--- config.mk ---
export PLATFORM = sky130hd
export DESIGN_NAME = integer_to_roman_encoder_unit
export DESIGN_NICKNAME = d
export VERILOG_FILES = /design/src/rtl/ire_pkg.sv /design/src/rtl/ire_front.sv /design/src/rtl/ire_queue.sv /design/src/rtl/ire_back.sv /design/src/rtl/integer_to_roman_encoder_unit.sv
export SDC_FILE = /design/constraint.sdc
export NUM_CORES = 1
export LEC_CHECK = 0
export BUFFER_PORTS_ARGS = -buffer_cell sky130_fd_sc_hd__buf_2
export CAP_MARGIN = 20
export CORE_ASPECT_RATIO = 1.1
export CORE_MARGIN = 2
export CORE_UTILIZATION = 55
export CTS_CLUSTER_DIAMETER = 100
export DETAILED_ROUTE_END_ITERATION = 16
export PLACE_DENSITY_LB_ADDON = 0.12
export SKIP_LAST_GASP = 1
export SLEW_MARGIN = 10
export SYNTH_ARGS = -nofsm -noshare
export SYNTH_HDL_FRONTEND = slang
export SYNTH_SLANG_ARGS = --single-unit
--- constraint.sdc ---
create_clock -name i_clk -period 5.4 [get_ports i_clk]
set_input_delay 1.62 -clock i_clk [delete_from_list [all_inputs] [get_ports i_clk]]
set_output_delay 1.62 -clock i_clk [all_outputs]
set_load 0.05 [all_outputs]
--- src/rtl/ire_pkg.sv ---
`default_nettype none

package ire_pkg;

    localparam int unsigned NUM_W = 12;
    localparam int unsigned SYM_W = 7;
    localparam int unsigned VAL_W = 10;

    localparam logic [NUM_W-1:0] NUM_MAX = 12'd3999;

    localparam logic [SYM_W-1:0] SYM_NONE = 7'h00;
    localparam logic [SYM_W-1:0] SYM_I    = 7'h49;
    localparam logic [SYM_W-1:0] SYM_V    = 7'h56;
    localparam logic [SYM_W-1:0] SYM_X    = 7'h58;
    localparam logic [SYM_W-1:0] SYM_L    = 7'h4C;
    localparam logic [SYM_W-1:0] SYM_C    = 7'h43;
    localparam logic [SYM_W-1:0] SYM_D    = 7'h44;
    localparam logic [SYM_W-1:0] SYM_M    = 7'h4D;

    // One request as it sits in the queue.
    typedef struct packed {
        logic [NUM_W-1:0] number;
        logic             invalid;
    } t_item;

    // Queue handshake between front and back.
    typedef struct packed {
        logic  push;
        t_item item;
    } t_push;

    typedef struct packed {
        logic  empty;
        t_item item;
    } t_head;

    // One greedy step: its value and one or two letters.
    typedef struct packed {
        logic [VAL_W-1:0] value;
        logic [SYM_W-1:0] first;
        logic [SYM_W-1:0] second;
        logic             pair;
    } t_step;

    // Largest step that still fits into rem.
    function automatic t_step greedy_step(input logic [NUM_W-1:0] rem);
        t_step s;
        s = '{value: 10'd1, first: SYM_I, second: SYM_NONE, pair: 1'b0};
        priority if (rem >= 12'd1000) s = '{10'd1000, SYM_M, SYM_NONE, 1'b0};
        else if (rem >= 12'd900) s = '{10'd900, SYM_C, SYM_M, 1'b1};
        else if (rem >= 12'd500) s = '{10'd500, SYM_D, SYM_NONE, 1'b0};
        else if (rem >= 12'd400) s = '{10'd400, SYM_C, SYM_D, 1'b1};
        else if (rem >= 12'd100) s = '{10'd100, SYM_C, SYM_NONE, 1'b0};
        else if (rem >= 12'd90)  s = '{10'd90, SYM_X, SYM_C, 1'b1};
        else if (rem >= 12'd50)  s = '{10'd50, SYM_L, SYM_NONE, 1'b0};
        else if (rem >= 12'd40)  s = '{10'd40, SYM_X, SYM_L, 1'b1};
        else if (rem >= 12'd10)  s = '{10'd10, SYM_X, SYM_NONE, 1'b0};
        else if (rem >= 12'd9)   s = '{10'd9, SYM_I, SYM_X, 1'b1};
        else if (rem >= 12'd5)   s = '{10'd5, SYM_V, SYM_NONE, 1'b0};
        else if (rem >= 12'd4)   s = '{10'd4, SYM_I, SYM_V, 1'b1};
        else                     s = '{10'd1, SYM_I, SYM_NONE, 1'b0};
        return s;
    endfunction

endpackage

`default_nettype wire

--- src/rtl/ire_front.sv ---
`default_nettype none

module ire_front (
    input  wire logic                       i_in_valid,
    output logic                            o_in_stall,
    input  wire logic [ire_pkg::NUM_W-1:0]  i_number,
    input  wire logic                       i_full,
    output ire_pkg::t_push                  o_push
);

    // Hold the sender while the queue is full.
    assign o_in_stall = i_full;

    always_comb begin
        o_push.push          = i_in_valid && !i_full;
        o_push.item.number   = i_number;
        o_push.item.invalid  = (i_number == '0) || (i_number > ire_pkg::NUM_MAX);
    end

endmodule

`default_nettype wire

--- src/rtl/ire_queue.sv ---
`default_nettype none

module ire_queue (
    input  wire logic           i_clk,
    input  wire logic           i_rst_n,
    input  wire ire_pkg::t_push i_push,
    output logic                o_full,
    input  wire logic           i_pop,
    output ire_pkg::t_head      o_head
);

    ire_pkg::t_item r_mem [2];
    logic           r_wr_ptr;
    logic           r_rd_ptr;
    logic [1:0]     r_count;
    logic           n_wr_ptr;
    logic           n_rd_ptr;
    logic [1:0]     n_count;

    assign o_full       = (r_count == 2'd2);
    assign o_head.empty = (r_count == 2'd0);
    assign o_head.item  = r_mem[r_rd_ptr];

    always_comb begin
        n_wr_ptr = r_wr_ptr;
        n_rd_ptr = r_rd_ptr;
        n_count  = r_count;
        if (i_push.push) begin
            n_wr_ptr = !r_wr_ptr;
        end
        if (i_pop) begin
            n_rd_ptr = !r_rd_ptr;
        end
        unique case ({i_push.push, i_pop})
            2'b10:   n_count = r_count + 2'd1;
            2'b01:   n_count = r_count - 2'd1;
            default: n_count = r_count;
        endcase
    end

    always_ff @(posedge i_clk) begin
        if (!i_rst_n) begin
            r_wr_ptr <= 1'b0;
            r_rd_ptr <= 1'b0;
            r_count  <= 2'd0;
        end else begin
            r_wr_ptr <= n_wr_ptr;
            r_rd_ptr <= n_rd_ptr;
            r_count  <= n_count;
        end
    end

    always_ff @(posedge i_clk) begin
        if (i_push.push) begin
            r_mem[r_wr_ptr] <= i_push.item;
        end
    end

endmodule

`default_nettype wire

--- src/rtl/ire_back.sv ---
`default_nettype none

module ire_back (
    input  wire logic                       i_clk,
    input  wire logic                       i_rst_n,
    input  wire ire_pkg::t_head             i_head,
    output logic                            o_pop,
    output logic                            o_out_valid,
    input  wire logic                       i_out_stall,
    output logic [ire_pkg::SYM_W-1:0]       o_symbol,
    output logic                            o_last,
    output logic                            o_invalid
);

    logic                       r_busy;
    logic                       r_inv;
    logic                       r_second;
    logic [ire_pkg::NUM_W-1:0]  r_rem;
    logic                       r_out_valid;
    logic [ire_pkg::SYM_W-1:0]  r_symbol;
    logic                       r_last;
    logic                       r_invalid;

    logic                       n_busy;
    logic                       n_second;
    logic [ire_pkg::NUM_W-1:0]  n_rem;
    logic [ire_pkg::SYM_W-1:0]  n_symbol;
    logic                       n_last;

    ire_pkg::t_step             step;
    logic [ire_pkg::NUM_W-1:0]  rem_sub;
    logic                       advance;

    assign step    = ire_pkg::greedy_step(r_rem);
    assign rem_sub = r_rem - {{(ire_pkg::NUM_W - ire_pkg::VAL_W){1'b0}}, step.value};
    assign advance = r_busy && (!r_out_valid || !i_out_stall);
    assign o_pop   = !r_busy && !i_head.empty;

    always_comb begin
        n_busy   = r_busy;
        n_second = r_second;
        n_rem    = r_rem;
        n_symbol = step.first;
        n_last   = 1'b0;
        if (r_inv) begin
            n_symbol = ire_pkg::SYM_NONE;
            n_last   = 1'b1;
            n_busy   = 1'b0;
        end else if (step.pair && !r_second) begin
            // first letter of a subtractive pair: hold rem
            n_second = 1'b1;
        end else begin
            n_symbol = r_second ? step.second : step.first;
            n_rem    = rem_sub;
            n_second = 1'b0;
            n_last   = (rem_sub == '0);
            n_busy   = (rem_sub != '0);
        end
    end

    always_ff @(posedge i_clk) begin
        if (!i_rst_n) begin
            r_busy      <= 1'b0;
            r_out_valid <= 1'b0;
        end else begin
            if (o_pop) begin
                r_busy <= 1'b1;
            end else if (advance) begin
                r_busy <= n_busy;
            end
            if (advance) begin
                r_out_valid <= 1'b1;
            end else if (!i_out_stall) begin
                r_out_valid <= 1'b0;
            end
        end
    end

    always_ff @(posedge i_clk) begin
        if (o_pop) begin
            r_rem    <= i_head.item.number;
            r_inv    <= i_head.item.invalid;
            r_second <= 1'b0;
        end else if (advance) begin
            r_rem    <= n_rem;
            r_second <= n_second;
        end
        if (advance) begin
            r_symbol  <= n_symbol;
            r_last    <= n_last;
            r_invalid <= r_inv;
        end
    end

    assign o_out_valid = r_out_valid;
    assign o_symbol    = r_symbol;
    assign o_last      = r_last;
    assign o_invalid   = r_invalid;

endmodule

`default_nettype wire

--- src/rtl/integer_to_roman_encoder_unit.sv ---
`default_nettype none

// channel   | valid        | stall        | payload
// ----------+--------------+--------------+---------------------------------
// input     | i_in_valid   | o_in_stall   | i_number (12 bits)
// output    | o_out_valid  | i_out_stall  | o_symbol (7), o_last, o_invalid
//
// One letter leaves per cycle from the back-end sequencer while i_out_stall is low;
// a request is popped and then emitted letter by letter (3888 gives the most letters).
// Out-of-range numbers give one result flagged invalid.
// A two-entry queue lets the front keep accepting while the back emits.
// Reset is synchronous, active low, and empties queue and output register.

module integer_to_roman_encoder_unit (
    input  wire logic                       i_clk,
    input  wire logic                       i_rst_n,
    input  wire logic                       i_in_valid,
    output logic                            o_in_stall,
    input  wire logic [ire_pkg::NUM_W-1:0]  i_number,
    output logic                            o_out_valid,
    input  wire logic                       i_out_stall,
    output logic [ire_pkg::SYM_W-1:0]       o_symbol,
    output logic                            o_last,
    output logic                            o_invalid
);

    ire_pkg::t_push push;
    ire_pkg::t_head head;
    logic           full;
    logic           pop;

    ire_front u_front (
        .i_in_valid (i_in_valid),
        .o_in_stall (o_in_stall),
        .i_number   (i_number),
        .i_full     (full),
        .o_push     (push)
    );

    ire_queue u_queue (
        .i_clk   (i_clk),
        .i_rst_n (i_rst_n),
        .i_push  (push),
        .o_full  (full),
        .i_pop   (pop),
        .o_head  (head)
    );

    ire_back u_back (
        .i_clk       (i_clk),
        .i_rst_n     (i_rst_n),
        .i_head      (head),
        .o_pop       (pop),
        .o_out_valid (o_out_valid),
        .i_out_stall (i_out_stall),
        .o_symbol    (o_symbol),
        .o_last      (o_last),
        .o_invalid   (o_invalid)
    );

endmodule

`default_nettype wire
==> flow_summary.toml <==
[yosys]
syn_nets = 340
synth_edf_count = 47
async_flop_share_pct = 0
synth_seq_cells = 55
seq_area_frac_synth_pct = 48.23
avgSynthCellArea_um2 = 10.44
syn_inst = 312
syn-cell-area_um2 = 3258
yosysWarnings = 0
synth_cell_type_count = 60
synthFlopType = "edfxtp_1"

[global_route]
grt_pass1_wl_um = 10790
grt_pass1_vias = 2322
grt_max_degree = 20
grtUsageTotal_pct = 21.15
overflow = 0
antenna_found_initial = 0

[placed_design]
port_buffers = 25
place_congestion = 0.9628
dp.cells = 404
place_hpwl_um = 5002

[timing]
drv_slew = 0
tightestPinTransition_ps = 857.1
slew_headroom_pct = 42.37
fmax_ghz = 0.2291
period_needed_ps = 4365
skew_ps = 11.17
rsz0062_at_grt = "no"
post-route-period-util_pct = 80.83
setup_violations = 0
finalHoldViolations = 0
whs_ps = 545.6
final.setup.tns_ps = 0

[detailed_routing]
remaining_drc_errors = 0
route.vias.total = 2461
drt_iter0_markers = 137
firstDrtPassIters = 4
avgRoutedWirePerCell_um = 16.21
routed_wl_um = 6694
ant_nets = 0
drt-vias-per-instance = 5.959

[cts]
cts_tree = "done"
cts-buffers-inserted = 5
cts-resized-gates = 0
root_buffer = "clkbuf_8"
clkSlewWorstSetupHoldPaths_ps = 100
clk_path_buf_depth = 2
postCtsSetupBuffers = 0
cts_hold_buf = 0
h-tree-depth = 2
clock_sinks = 55
clk_latency_ps = 310

[floorplan]
dieWidth_um = 77.39
fp.coreArea_um2 = 5733
start_util_pct = 56.83
dieArea_um2 = 6556
die_y_um = 84.72
std_cell_rows = 29
boundaryPins = 27

[worst_setup_path]
cp_max_fo = 10
critPathCaptureType = "flop"
cp.required_ps = 5590
path_class = "reg2reg"
cpPeakStageDelay_ps = 620
path_cells = "or3_1 -> nor4b_4 -> and2_1 -> ha_1 -> inv_1 -> fa_1 -> a21o_1 -> a21oi_2 -> xnor2_1 -> or4b_2 -> or3_1 -> nor4_2 -> a21o_1"
cp_num_buf_inv = 1
worstPathArrival_ps = 4550
worstSetupStartpointType = "flop"
cp_top_family = "simple AND/OR/NAND/NOR gates"
cp_slowest_cell = "or4b_2"

[finish]
syn_to_final_growth_pct = 8.295
final_util_pct = 61.55
regArea_um2 = 1572
instances_no_fill = 413
drive_gt1_share_pct = 14.29
fillCellCount = 522
antennaDiodeCount = 0
multi_input_area_um2 = 1602
nNetsFinal = 363

[power]
p_leak_uw = 0.001299
ir_drop_mv = 0.3017
power_uw = 2375
p_per_area_nw_per_um2 = 673.2

[worst_hold_path]
hold_class = "reg2reg"

[run]
maxCapViolCount = 0

[status]
outcome = "complete, no violations"
## routing by layer
layer | share of wire (%) | vias up | wire (um) | GRT usage (%)
li1 | - | 1224 | - | -
met1 | 44 | 1149 | 2912 | 26.54
met2 | 50 | 74 | 3380 | 35.89
met3 | 3.6 | 14 | 240 | 3.118
met4 | 2.4 | 0 | 160 | 10.23
met5 | 0 | - | 0 | 0
## registers in the layout, indices dropped and copies added (netlist names), named ones only
name                flops
u_back.r_inv            1
u_queue.r_count         2
u_queue.r_rd_ptr        1
u_back.r_rem           12
u_back.o_symbol         6
u_back.r_second         1
u_queue.r_mem          26
u_queue.r_wr_ptr        1
u_back.o_last           1
u_back.o_invalid        1
u_back.r_busy           1
u_back.o_out_valid      1
## worst paths after layout
kind,endpoint,cells past startpoint,start,slack [ps]
max reg2reg,u_back.o_last$_SDFFCE_PP1P_,13,u_back.r_rem[10]$_DFFE_PP_,1040
max,u_back.o_last$_SDFFCE_PP1P_,13,u_back.r_rem[10]$_DFFE_PP_,1040
min reg2reg,u_back.o_out_valid$_SDFFE_PN0P_,2,u_back.o_out_valid$_SDFFE_PN0P_,550
min,u_back.o_out_valid$_SDFFE_PN0P_,2,u_back.o_out_valid$_SDFFE_PN0P_,550
## cell families after synthesis
group / count (synthesis) / synth area share, %
flops: 55 / 48.23
fa+ha+maj: 12 / 4.839
mux: 14 / 4.455
other cells: 1 / 0.1151
compound gates: 100 / 20.16
buf+inv: 20 / 2.611
xor+xnor: 9 / 2.419
simple gates: 101 / 17.17
## placed cells by master (no fill, tap or decap), types with 4 or more instances in the layout
master     n
inv_1      7
and2_1     8
a21oi_1   19
nand2_1   21
a31oi_1    6
xnor2_1    8
and3_1     4
mux2_2     4
edfxtp_1  47
nor2b_1    9
mux2i_1   10
clkbuf_8   5
ha_1      11
o21ai_1    7
dfxtp_1    8
nor3_1     9
or3_1      6
nor2_1    23
a211oi_1   7
o21a_1    10
o21ai_0   17
a21o_1     8
buf_2     25
nand2b_1   5
## synthesized netlist by cell type, drive strengths merged, types with 2 or more instances
library cell  instances  area share (%)
a211o                 2            0.54
a211oi                7             1.6
a21boi                3            0.69
a21o                  8             1.8
a21oi                21             3.5
a31oi                 6             1.2
and2                  8             1.5
and3                  4            0.77
buf                   4            0.77
clkbuf                7            0.81
dfxtp                 8             4.9
edfxtp               47              43
ha                   11             4.2
inv                   8            0.92
mux2                  4             1.4
mux2i                10             3.1
nand2                22             2.6
nand2b                5            0.96
nand3                 2            0.46
nor2                 23             2.6
nor2b                 9             1.7
nor3                 10             1.9
nor4                  4            0.96
nor4b                 2             1.0
o21a                 10             2.3
o21ai                24             3.7
o21bai                2            0.46
o311ai                3            0.81
o31a                  3            0.81
o31ai                 2            0.46
or2                   2            0.38
or3                   6             1.2
xnor2                 8             2.2
## power breakdown
part           total (uW)  leakage [uW]  switching (uW)  internal (uW)
combinational        1320      0.000748             792            527
clock                 221     0.0000428             127           93.8
sequential            835      0.000508             168            667
## through the flow
stage                     setup WS [ps]  instance area [um2]
after detailed placement           1095                 3436
after global placement             1201                 3436
after global routing              746.1                 3528
final                              1035                 3528
after floorplan                    1497                 3258
after CTS                          1062                 3521
## final cells by class
class	count	area share (%)
Multi-Input combinational cell	237	45.39
Timing Repair Buffer	27	3.972
Clock inverter	1	0.2482
Sequential cell	55	44.54
Tap cell	77	2.730
Inverter	9	0.9574
Clock buffer	7	2.163
## tightest hold or removal path, cell delays in order, from the launching register on
cell     delay, ps
dfxtp_1        330
a21oi_1        130
nor2b_1         50
Power figures use the tool's default switching activity.
